--- config.mk ---
export PLATFORM = sky130hd
export DESIGN_NAME = bitmap_rle_decoder
export DESIGN_NICKNAME = d
export VERILOG_FILES = /design/src/hdl/bmprle_pkg.sv /design/src/hdl/bmprle_step.sv /design/src/hdl/bitmap_rle_decoder.sv
export SDC_FILE = /design/constraint.sdc
export NUM_CORES = 1
export LEC_CHECK = 0
export BUFFER_PORTS_ARGS = -buffer_cell sky130_fd_sc_hd__buf_2
export CAP_MARGIN = 20
export CELL_PAD_IN_SITES_DETAIL_PLACEMENT = 1
export CELL_PAD_IN_SITES_GLOBAL_PLACEMENT = 1
export CORE_MARGIN = 4
export CORE_UTILIZATION = 45
export CTS_BUF_LIST = sky130_fd_sc_hd__clkbuf_16
export CTS_CLUSTER_DIAMETER = 60
export DETAILED_ROUTE_END_ITERATION = 6
export PLACE_DENSITY_LB_ADDON = 0.1
export SLEW_MARGIN = 20
export SYNTH_ARGS = -nofsm -noshare
export SYNTH_HDL_FRONTEND = slang
export SYNTH_SLANG_ARGS = --single-unit
--- constraint.sdc ---
create_clock -name clk -period 12.93 [get_ports clk]
set_input_delay 2.586 -clock clk [delete_from_list [all_inputs] [get_ports clk]]
set_output_delay 2.586 -clock clk [all_outputs]
set_load 0.01 [all_outputs]
--- src/hdl/bmprle_pkg.sv ---
// Shared types and codes of the bitmap RLE decoder.
package bmprle_pkg;

	// Fixed widths of the result fields.
	localparam int COORD_W = 16;
	localparam int CNT_W   = 8;

	// Record phase of the byte-stream parser.
	typedef enum logic [2:0] {
		PH_COUNT = 3'd0,
		PH_VALUE = 3'd1,
		PH_ESC   = 3'd2,
		PH_DX    = 3'd3,
		PH_DY    = 3'd4,
		PH_ABS   = 3'd5,
		PH_PAD   = 3'd6,
		PH_DONE  = 3'd7
	} phase_t;

	// Result kinds.
	typedef enum logic [1:0] {
		KIND_SEGMENT = 2'd0,
		KIND_EOL     = 2'd1,
		KIND_EOB     = 2'd2,
		KIND_DELTA   = 2'd3
	} kind_t;

	// Configuration register indexes.
	localparam logic [1:0] CFG_RLE4   = 2'd0;
	localparam logic [1:0] CFG_WIDTH  = 2'd1;
	localparam logic [1:0] CFG_HEIGHT = 2'd2;

	// Parser control state that does not depend on the image dimensions.
	typedef struct packed {
		phase_t           phase;
		logic [CNT_W-1:0] held_count;
		logic [CNT_W-1:0] absolute_left;
		logic             absolute_odd;
	} ctl_t;

	// Result fields that do not depend on the image dimensions.
	typedef struct packed {
		kind_t            kind;
		logic [CNT_W-1:0] pixel_count;
		logic [7:0]       pattern_byte;
		logic             finished;
	} res_t;

endpackage

--- src/hdl/bmprle_step.sv ---
// Next-state and result logic for one compressed byte.
module bmprle_step
	import bmprle_pkg::*;
#(
	parameter int DIM_BITS = 16
) (
	input  logic                       rle4_mode,
	input  logic [DIM_BITS-1:0]        image_width,
	input  logic [DIM_BITS-1:0]        image_height,
	input  logic [7:0]                 data_byte,
	input  logic                       start_of_image,
	input  ctl_t                       ctl_cur,
	input  logic [DIM_BITS:0]          col_cur,
	input  logic signed [DIM_BITS+1:0] row_cur,
	output ctl_t                       ctl_nxt,
	output logic [DIM_BITS:0]          col_nxt,
	output logic signed [DIM_BITS+1:0] row_nxt,
	output logic                       res_valid,
	output res_t                       res,
	output logic [DIM_BITS-1:0]        res_row,
	output logic [DIM_BITS-1:0]        res_col
);

	localparam int CW = DIM_BITS + 1;
	localparam int RW = DIM_BITS + 2;

	ctl_t                 ctl_eff;
	logic [CW-1:0]        col_eff;
	logic signed [RW-1:0] row_eff;
	logic signed [RW-1:0] row_start;
	logic signed [RW-1:0] byte_ext;
	logic signed [RW-1:0] row_minus;
	logic [CW-1:0]        width_ext;
	logic [CW-1:0]        room;
	logic [CW-1:0]        col_delta;
	logic [CNT_W-1:0]     run_n;
	logic [CNT_W-1:0]     abs_n;
	logic [CNT_W-1:0]     take;
	logic [CNT_W-1:0]     abs_left_nxt;
	logic                 fin;

	// A restart reloads the pen before the byte is taken.
	assign row_start = RW'(image_height) - RW'(1);
	always_comb begin
		if (start_of_image) begin
			ctl_eff.phase         = row_start[RW-1] ? PH_DONE : PH_COUNT;
			ctl_eff.held_count    = '0;
			ctl_eff.absolute_left = '0;
			ctl_eff.absolute_odd  = 1'b0;
			col_eff               = '0;
			row_eff               = row_start;
		end else begin
			ctl_eff = ctl_cur;
			col_eff = col_cur;
			row_eff = row_cur;
		end
	end

	assign width_ext = CW'(image_width);
	assign room      = width_ext - col_eff;
	assign byte_ext  = signed'(RW'(data_byte));
	assign col_delta = col_eff + CW'(ctl_eff.held_count);

	// Pixels of an absolute data byte: one, or up to two in four-bit mode.
	always_comb begin
		if (rle4_mode && (ctl_eff.absolute_left >= CNT_W'(2))) begin
			abs_n = CNT_W'(2);
		end else if (rle4_mode) begin
			abs_n = ctl_eff.absolute_left;
		end else begin
			abs_n = (ctl_eff.absolute_left != '0) ? CNT_W'(1) : '0;
		end
	end
	assign abs_left_nxt = ctl_eff.absolute_left - abs_n;
	assign run_n = (ctl_eff.phase == PH_ABS) ? abs_n : ctl_eff.held_count;

	// Clip the run at the right edge of the row.
	always_comb begin
		if (col_eff >= width_ext) begin
			take = '0;
		end else if (CW'(run_n) > room) begin
			take = room[CNT_W-1:0];
		end else begin
			take = run_n;
		end
	end

	always_comb begin
		ctl_nxt          = ctl_eff;
		col_nxt          = col_eff;
		row_nxt          = row_eff;
		res_valid        = 1'b0;
		res.kind         = KIND_SEGMENT;
		res.pixel_count  = '0;
		res.pattern_byte = '0;
		res.finished     = 1'b0;
		row_minus        = row_eff - RW'(1);
		fin              = 1'b0;
		case (ctl_eff.phase)
			PH_COUNT: begin
				if (data_byte != 8'd0) begin
					ctl_nxt.held_count = data_byte;
					ctl_nxt.phase      = PH_VALUE;
				end else begin
					ctl_nxt.phase = PH_ESC;
				end
			end
			PH_VALUE: begin
				res_valid        = 1'b1;
				res.pixel_count  = take;
				res.pattern_byte = data_byte;
				col_nxt          = col_eff + CW'(take);
				ctl_nxt.phase    = PH_COUNT;
			end
			PH_ESC: begin
				if (data_byte == 8'd0) begin
					fin           = row_minus[RW-1];
					row_nxt       = row_minus;
					col_nxt       = '0;
					res_valid     = 1'b1;
					res.kind      = KIND_EOL;
					res.finished  = fin;
					ctl_nxt.phase = fin ? PH_DONE : PH_COUNT;
				end else if (data_byte == 8'd1) begin
					res_valid     = 1'b1;
					res.kind      = KIND_EOB;
					res.finished  = 1'b1;
					ctl_nxt.phase = PH_DONE;
				end else if (data_byte == 8'd2) begin
					ctl_nxt.phase = PH_DX;
				end else begin
					ctl_nxt.absolute_left = data_byte;
					ctl_nxt.absolute_odd  = 1'b0;
					ctl_nxt.phase         = PH_ABS;
				end
			end
			PH_DX: begin
				ctl_nxt.held_count = data_byte;
				ctl_nxt.phase      = PH_DY;
			end
			PH_DY: begin
				row_minus     = row_eff - byte_ext;
				fin           = row_minus[RW-1] || (col_delta > width_ext);
				row_nxt       = row_minus;
				col_nxt       = col_delta;
				res_valid     = 1'b1;
				res.kind      = KIND_DELTA;
				res.finished  = fin;
				ctl_nxt.phase = fin ? PH_DONE : PH_COUNT;
			end
			PH_ABS: begin
				res_valid             = 1'b1;
				res.pixel_count       = take;
				res.pattern_byte      = data_byte;
				col_nxt               = col_eff + CW'(take);
				ctl_nxt.absolute_left = abs_left_nxt;
				ctl_nxt.absolute_odd  = ~ctl_eff.absolute_odd;
				if (abs_left_nxt == '0) begin
					ctl_nxt.phase = ctl_eff.absolute_odd ? PH_COUNT : PH_PAD;
				end
			end
			PH_PAD: begin
				ctl_nxt.phase = PH_COUNT;
			end
			default: begin
				ctl_nxt.phase = PH_DONE;
			end
		endcase
	end

	assign res_row = row_eff[DIM_BITS-1:0];
	assign res_col = col_eff[DIM_BITS-1:0];

endmodule

--- src/hdl/bitmap_rle_decoder.sv ---
// Top level of the bitmap RLE4 / RLE8 byte-stream decoder.
//
// Compressed bitmap bytes enter on the input channel (in_valid, in_stall,
// data_byte, start_of_image), one byte per transfer. Decoded records leave
// on the output channel (out_valid, out_stall and the result fields): pixel
// segments clipped at the image width, end of line, end of bitmap and delta
// moves. Count, escape, length, dx and pad bytes produce no result.
// The configuration channel (cfg_valid, cfg_ready, cfg_index, cfg_data)
// writes rle4_mode, image_width and image_height; cfg_ready is always high.
// A new height takes effect at the next byte flagged start_of_image; the
// pixel mode and the width apply to the next byte that is decoded.
// Each byte is captured in an input register and decoded from there into
// the output register once that register can take it. One byte per cycle
// is sustained while the receiver does not stall: the input register
// moves on whenever the output register is empty or being emptied.
// When the receiver stalls, the held result stays put, the input register
// fills and then in_stall rises. Reset clears both registers and loads the
// power-on image (eight-bit pixels, one by one pixel) at its bottom row.
// After end of bitmap or a pen move off the image, bytes are consumed
// without results until start_of_image restarts decoding.
module bitmap_rle_decoder
	import bmprle_pkg::*;
#(
	parameter int DIM_BITS = 16
) (
	input  logic                clk,
	input  logic                arst_n,
	input  logic                in_valid,
	output logic                in_stall,
	input  logic [7:0]          data_byte,
	input  logic                start_of_image,
	output logic                out_valid,
	input  logic                out_stall,
	output logic [1:0]          kind,
	output logic [COORD_W-1:0]  row,
	output logic [COORD_W-1:0]  start_column,
	output logic [CNT_W-1:0]    pixel_count,
	output logic [7:0]          pattern_byte,
	output logic                finished,
	input  logic                cfg_valid,
	output logic                cfg_ready,
	input  logic [1:0]          cfg_index,
	input  logic [DIM_BITS-1:0] cfg_data
);

	localparam int CW = DIM_BITS + 1;
	localparam int RW = DIM_BITS + 2;

	// Configuration registers.
	logic                rle4_q;
	logic [DIM_BITS-1:0] width_q;
	logic [DIM_BITS-1:0] height_q;

	// Input register.
	logic       valid_s1;
	logic [7:0] byte_s1;
	logic       sof_s1;

	// Decoder state.
	ctl_t                 ctl_q;
	logic [CW-1:0]        col_q;
	logic signed [RW-1:0] row_q;

	// Step outputs.
	ctl_t                 ctl_d;
	logic [CW-1:0]        col_d;
	logic signed [RW-1:0] row_d;
	logic                 res_valid;
	res_t                 res;
	logic [DIM_BITS-1:0]  res_row;
	logic [DIM_BITS-1:0]  res_col;

	logic advance;
	logic load_s1;

	assign cfg_ready = 1'b1;

	always_ff @(posedge clk or negedge arst_n) begin
		if (!arst_n) begin
			rle4_q   <= 1'b0;
			width_q  <= DIM_BITS'(1);
			height_q <= DIM_BITS'(1);
		end else if (cfg_valid) begin
			case (cfg_index)
				CFG_RLE4:   rle4_q   <= cfg_data[0];
				CFG_WIDTH:  width_q  <= cfg_data;
				CFG_HEIGHT: height_q <= cfg_data;
				default: begin
				end
			endcase
		end
	end

	// The byte in the input register is decoded when the output register
	// is free to take whatever it produces.
	assign advance  = !out_valid || !out_stall;
	assign load_s1  = !valid_s1 || advance;
	assign in_stall = !load_s1;

	always_ff @(posedge clk or negedge arst_n) begin
		if (!arst_n) begin
			valid_s1 <= 1'b0;
		end else if (load_s1) begin
			valid_s1 <= in_valid;
		end
	end

	always_ff @(posedge clk) begin
		if (load_s1 && in_valid) begin
			byte_s1 <= data_byte;
			sof_s1  <= start_of_image;
		end
	end

	bmprle_step #(
		.DIM_BITS(DIM_BITS)
	) u_step (
		.rle4_mode      (rle4_q),
		.image_width    (width_q),
		.image_height   (height_q),
		.data_byte      (byte_s1),
		.start_of_image (sof_s1),
		.ctl_cur        (ctl_q),
		.col_cur        (col_q),
		.row_cur        (row_q),
		.ctl_nxt        (ctl_d),
		.col_nxt        (col_d),
		.row_nxt        (row_d),
		.res_valid      (res_valid),
		.res            (res),
		.res_row        (res_row),
		.res_col        (res_col)
	);

	// Reset state matches a restart with a one-row image.
	always_ff @(posedge clk or negedge arst_n) begin
		if (!arst_n) begin
			ctl_q.phase         <= PH_COUNT;
			ctl_q.held_count    <= '0;
			ctl_q.absolute_left <= '0;
			ctl_q.absolute_odd  <= 1'b0;
			col_q               <= '0;
			row_q               <= '0;
		end else if (valid_s1 && advance) begin
			ctl_q <= ctl_d;
			col_q <= col_d;
			row_q <= row_d;
		end
	end

	// Output register.
	always_ff @(posedge clk or negedge arst_n) begin
		if (!arst_n) begin
			out_valid <= 1'b0;
		end else if (advance) begin
			out_valid <= valid_s1 && res_valid;
		end
	end

	always_ff @(posedge clk) begin
		if (advance && valid_s1 && res_valid) begin
			kind         <= res.kind;
			row          <= COORD_W'(res_row);
			start_column <= COORD_W'(res_col);
			pixel_count  <= res.pixel_count;
			pattern_byte <= res.pattern_byte;
			finished     <= res.finished;
		end
	end

	// A pixel segment never ends decoding.
	a_segment_not_final: assert property (@(posedge clk) disable iff (!arst_n)
		out_valid && (kind == KIND_SEGMENT) |-> !finished)
		else $error("pixel segment flagged as finished");

	// Once stopped, only a restart resumes decoding.
	a_done_sticks: assert property (@(posedge clk) disable iff (!arst_n)
		valid_s1 && advance && (ctl_q.phase == PH_DONE) && !sof_s1
		|=> ctl_q.phase == PH_DONE)
		else $error("decoder left the stopped phase without a restart");

	// While decoding, the pen row is never below the bottom of the image.
	a_row_nonneg: assert property (@(posedge clk) disable iff (!arst_n)
		(ctl_q.phase != PH_DONE) |-> !row_q[RW-1])
		else $error("pen row negative while decoding");

	// A byte waiting on a full output register is kept.
	a_s1_holds: assert property (@(posedge clk) disable iff (!arst_n)
		valid_s1 && !advance |=> valid_s1 && $stable(byte_s1) && $stable(sof_s1))
		else $error("input register lost a byte during a stall");

endmodule
# Yosys cells after proc, flatten, opt, wreduce, memory -nomap -nowiden
# Index checks and enable logic that the tools add are counted.
# totals
out_inout_bits	54
elab_cells	102
ff_bits	150
input_bits	32
# op_classes
order_cmp	4
bitwise_logic	1
reduce_logical	24
n_eq_ne	10
add_sub_neg	7
muxes	37
# op_table
op	count
case mux 17 bit (3 select lines)	1
2-to-1 mux 8 bit	6
2-to-1 mux 18 bit	2
case mux 18 bit (2 select lines)	1
adder 17 x 8 -> 17 bit	2
2-to-1 mux 17 bit	2
2-to-1 mux 9 bit	3
2-to-1 mux 3 bit	8
2-to-1 mux 20 bit	1
case mux 3 bit (6 select lines)	1
case mux 9 bit (2 select lines)	1
subtractor 18 x 2 -> 18 bit, second input constant	1
subtractor 18 x 9 -> 18 bit	1
greater-or-equal comparator 17 x 16 -> 1 bit	1
> comparator 17 x 16 -> 1 bit	1
> comparator 8 x 17 -> 1 bit	1
subtractor 16 x 1 -> 17 bit, second input constant	1
subtractor 16 x 17 -> 17 bit	1
zero test 8 bit	2
case mux 8 bit (2 select lines)	1
nonzero test 8 bit	2
equality test 3 bit, second input constant	3
equality test 8 x 1 -> 1 bit, second input constant	1
equality test 8 x 2 -> 1 bit, second input constant	1
other kinds (19)	38

# Logic depth before layout (Yosys ltp)
# logic_depth
ltp_word	13
depth_mapped	36
depth_no_buf	31

# Hierarchy
# From an unflattened synthesis, not the netlist that was laid out.
# hier_totals
hier_cells	1091
hier_area_um2	11074.4
# by_module_without_submodules
mod	n_inst	seq_area_each_um2	cells_per_inst	area_per_inst_um2
bitmap_rle_decoder	1	4056.4	260	5551.6
bmprle_step	1	0.0	831	5522.8

# Worst setup path before layout
# OpenSTA, ideal clock, no wires.
# synth_path
path_type	reg-to-reg
startpoint	reg sof_s1
endpoint	reg col_q[11]
period_less_slack_ps	7471
required_ps	12806
stages_incl_launch_ff	36
path_buffers	6
path_slack_ps	5459
arrival_time_ps	7347
setup_ps	124
cell_sequence	edfxtp_1 > clkbuf_1 > buf_2 > clkbuf_1 > buf_1 > buf_1 > clkbuf_1 > nor2b_1 > ha_1 > inv_1 > fa_1 > a211oi_1 > o21bai_1 > a21oi_1 > xnor2_1 > inv_1 > ha_1 > nand2_1 > nor3_1 > a2111oi_0 > o311ai_0 > or4_1 > a211oi_1 > nand4_1 > mux2_2 > nor2_1 > ha_1 > a21o_1 > a21oi_1 > o21ai_0 > nand2_1 > o21ai_1 > nand3_1 > xnor2_1 > a221o_1 > a211o_1
# synth_between
word_cells_on_any_way	23
cone_classes	3 x add/sub; 3 x order compare; 4 x eq/ne; 10 x mux; 3 x reduce/logical
# synth_lines
element	line	source
from (decl)	bitmap_rle_decoder.sv:57	logic sof_s1;
from (signal assigned)	bitmap_rle_decoder.sv:111	sof_s1 <= start_of_image;
2-to-1 mux 17 bit (*)	bmprle_step.sv:45	if (start_of_image) begin
via res_col[0]	bitmap_rle_decoder.sv:71	logic [DIM_BITS-1:0] res_col;
subtractor 16 x 17 -> 17 bit	bmprle_step.sv:60	assign room = width_ext - col_eff;
> comparator 8 x 17 -> 1 bit	bmprle_step.sv:81	end else if (CW'(run_n) > room) begin
2-to-1 mux 8 bit	bmprle_step.sv:81	
2-to-1 mux 8 bit (*)	bmprle_step.sv:79	if (col_eff >= width_ext) begin
via u_step.take[0]	bmprle_step.sv:38	logic [CNT_W-1:0] take;
adder 17 x 8 -> 17 bit (*)	bmprle_step.sv:112, bmprle_step.sv:155	
case mux 17 bit (3 select lines) (*)	bmprle_step.sv:99	case (ctl_eff.phase)
to (signal assigned)	bitmap_rle_decoder.sv:146	col_q <= col_d;
to (decl)	bitmap_rle_decoder.sv:61	logic [CW-1:0] col_q;
# The timed path passes the listed nets; every way through them passes the cells marked *.
# A chain may end at the register's enable or synchronous reset.

# Final worst setup path
# Same ends and word-level chain as after synthesis.

==> summary.txt <==
Timing
  • Sum Neg Setup Slack: 0 ns
  • Final Critical Period: 7.83 ns
  • Worst-Margin Slew: 1.16 ns
  • Final Hold Fails: 0
  • Achievable Freq: 128 MHz
  • Max Slew Vio Count: 0
  • Final worst path period share: 60.6%
  • Setup violators final: 0
  • RSZ-0062 raised after global routing: false
  • Layout Skew: 0.0132 ns
  • Final setup margin: 5.10 ns
  • Slew margin rel.: 22.0%

Place
  • Worst slack at placement: 5.29 ns
  • Number of port buffers: 84
  • DP Wirelength: 24200 µm
  • GP Congestion: 0.867
  • Post-Place Cells: 1512

Global routing
  • Number of global-route vias before repair: 9411
  • GR Overflow Total: 0
  • First-pass GRT wire length: 53400 µm
  • Gr usage total: 26.1%
  • Initial antenna violation count: 0
  • Largest net degree at the start of global routing: 69

Synth
  • Post-synthesis async set-or-reset flop share: 60.0%
  • Register bit total from synthesis: 150
  • Syn Std Cell Area: 0.0105 mm²
  • Post-Synthesis Cells: 1141
  • Post-synthesis sequential area ratio: 38.8%
  • Syn. warnings: 0
  • Netlist cell types: 80
  • Post-synth EDFFs: 60
  • Most common flop cell mapped by yosys: dfrtp_1
  • Mapped Avg Cell Area: 9.17 µm²

Cells and area
  • Final design utilization: 52.0%
  • Ant diodes: 0
  • Seq. cell area: 0.00406 mm²
  • Area grow syn2layout: 13.2%
  • Layout Nets: 1327
  • Multi-input gate area: 0.00600 mm²
  • Fill count: 2670
  • Share of layout cells above drive strength 1: 15.2%
  • Cell Count, Final, Fillers Out: 1544

Worst hold path
  • Hold depth: 2
  • Worst Hold Class: flip-flop to flip-flop

CTS
  • Post_cts resized: 0
  • Cts hold-fix bufs: 0
  • H-tree depth: 4
  • Clock latency on the worst-skew pair: 0.44 ns
  • CTS tree: done
  • CTS root buf: clkbuf_16
  • Number of post-CTS setup repair buffers: 0
  • Clock sink count: 150
  • Clock tree buffer depth: 2
  • Clock slew at reported path FFs: 0.07 ns
  • TritonCTS buffer count: 17

Die
  • Num rows: 55
  • Core box area: 0.0228 mm²
  • Die Width: 160 µm
  • Die area: 0.0257 mm²
  • Io pins: 86
  • Die Height: 160 µm
  • Initial Util: 45.9%

Routing
  • Drt pass-1 iters: 5
  • Iter 0 DRT Violations: 450
  • DR WL/cell: 21.4 µm
  • Drt drc: 0
  • DR vias: 9133
  • Routed vias/inst: 5.92
  • Antenna Violating Nets Remaining: 0
  • Drt total wl: 33000 µm

Power
  • Pint: 1.30 mW
  • Logic gate share of total power: 42.1%
  • Seq pwr share: 33.2%
  • Pwr dens: 187 mW/mm²
  • Peak VDD IR: 87.3 µV
  • LEAKAGE: 5.12 nW
  • Sw Share: 41.1%
  • Switch Pwr: 0.908 mW
  • Clock share of power: 24.7%
  • PnR Total Power: 2.21 mW

Setup path
  • Crit Path Max Fanout: 68
  • Flop-to-flop setup slack: 5.10 ns
  • Worst setup EP type: flip-flop
  • Worst path slowest cell: or4_1
  • CP most frequent cell: ha_1
  • Worst R2R Path Depth: 30
  • Required time worst endpoint: 13.25 ns
  • Slowest stage delay, CP: 0.56 ns
  • Critical Path Start Type: flip-flop
  • CP arrival: 8.16 ns
  • Setup CP Type: flip-flop to flip-flop

Outcome
  • Status: complete, no violations

Flow run
  • Max-Cap Viols: 0
sequential cells by signal (all words and copies together) (netlist names), 16 cells and up:
name / cells
height_q: 16
row_q: 18
width_q: 16
col_q: 17
row: 16
start_column: 16
ctl_q: 20
stage by stage:
stage | hold WS, ns | instance area (µm²)
2_1_floorplan | 0.442 | 10500
3_3_place_gp | 0.462 | 11200
3_5_place_dp | 0.475 | 11200
4_1_cts | 0.491 | 11800
5_1_grt | 0.510 | 11800
6_report | 0.485 | 11800
layer usage:
layer	global-route usage (%)	up-vias	routed length [µm]
li1	-	4310	-
met1	37.0	4585	15600
met2	42.2	189	15600
met3	3.10	49	1040
met4	7.43	0	733
met5	0	-	0
kinds of logic after synthesis:
| kind of cell | count (synthesis) | synth area share (%) |
|---|---|---|
| other | 1 | 0.0359 |
| XOR/XNOR | 54 | 4.52 |
| buffers and inverters | 113 | 4.22 |
| AND/OR/NAND/NOR | 390 | 18.7 |
| multiplexers | 46 | 4.82 |
| adder cells (fa/ha/maj) | 77 | 9.50 |
| AO/OA/AOI/OAI | 310 | 19.4 |
| flip-flops | 150 | 38.8 |
worst max-delay path: cells and delay by family, from the launching register on:
family / cells / cell delay (ns)
AOI/OAI and AO/OA: 12 / 2.85
adders and majority gates: 4 / 1.19
and+or+nand+nor: 8 / 2.02
buffers and inverters: 3 / 0.47
DFF: 1 / 0.40
muxes: 1 / 0.46
xor gates and xnor gates: 2 / 0.31
layout make-up:
class,count,area share (%)
clock buffers,19,4.02
multi-input cells,883,50.6
well taps,313,3.31
repair buffers,93,4.14
flip-flops and latches,150,34.3
clock inverters,13,1.32
inverters,73,2.31
synth_stat cells, types with 9 or more instances:
| master | n | area, µm² |
|---|---|---|
| a211oi_1 | 15 | 113 |
| a21o_1 | 20 | 150 |
| a21oi_1 | 70 | 350 |
| a22o_1 | 12 | 105 |
| a22oi_1 | 12 | 90.1 |
| a31oi_1 | 17 | 106 |
| and2_1 | 10 | 62.6 |
| and3_1 | 9 | 56.3 |
| clkbuf_1 | 31 | 116 |
| dfrtp_1 | 88 | 2200 |
| edfxtp_1 | 60 | 1800 |
| ha_1 | 73 | 913 |
| inv_1 | 72 | 270 |
| mux2_2 | 35 | 394 |
| mux2i_1 | 11 | 110 |
| nand2_1 | 96 | 360 |
| nand2b_1 | 16 | 100 |
| nand3_1 | 20 | 100 |
| nand4_1 | 11 | 68.8 |
| nor2_1 | 108 | 405 |
| nor2b_1 | 29 | 181 |
| nor3_1 | 34 | 170 |
| o21a_1 | 9 | 67.6 |
| o21ai_0 | 81 | 405 |
| o31ai_1 | 10 | 75.1 |
| or3_1 | 10 | 62.6 |
| or4_1 | 16 | 120 |
| xnor2_1 | 38 | 333 |
| xor2_1 | 16 | 140 |
power by group through the flow:
| stage | Clock [mW] | Sequential [mW] | Combinational, mW |
|---|---|---|---|
| global route | 0.577 | 0.750 | 1.04 |
| finish | 0.547 | 0.734 | 0.930 |
| CTS | 0.554 | 0.733 | 0.929 |
| global placement | 0 | 0.736 | 0.899 |
| floorplan | 0 | 0.712 | 0.660 |
| detailed placement | 0 | 0.740 | 0.918 |
cells in the final DEF (no fill, tap or decap), types with 15 or more instances in the layout:
cell / Yosys / routed
nor2_1: 108 / 107
nand2_1: 96 / 95
dfrtp_1: 88 / 88
buf_2: 5 / 83
o21ai_0: 81 / 81
inv_1: 72 / 73
ha_1: 73 / 73
a21oi_1: 70 / 70
edfxtp_1: 60 / 60
xnor2_1: 38 / 38
mux2_2: 35 / 35
nor3_1: 34 / 33
nor2b_1: 29 / 29
nand3_1: 20 / 20
a21o_1: 20 / 20
clkbuf_16: 0 / 19
a31oi_1: 17 / 17
or4_1: 16 / 16
nand2b_1: 16 / 16
xor2_1: 16 / 16
a211oi_1: 15 / 15
path summary, 6_finish.rpt:
check	to	from
max	col_q[11]$_DFFE_PN0P_	sof_s1$_DFFE_PP_
min	row_q[10]$_DFFE_PN0P_	row_q[10]$_DFFE_PN0P_
max reg2reg	col_q[11]$_DFFE_PN0P_	sof_s1$_DFFE_PP_
min reg2reg	row_q[10]$_DFFE_PN0P_	row_q[10]$_DFFE_PN0P_
max in group asynchronous	height_q[5]$_DFFE_PN0P_	arst_n
min in group asynchronous	col_q[2]$_DFFE_PN0P_	arst_n
No activity file was read; power rests on OpenSTA's default activity.
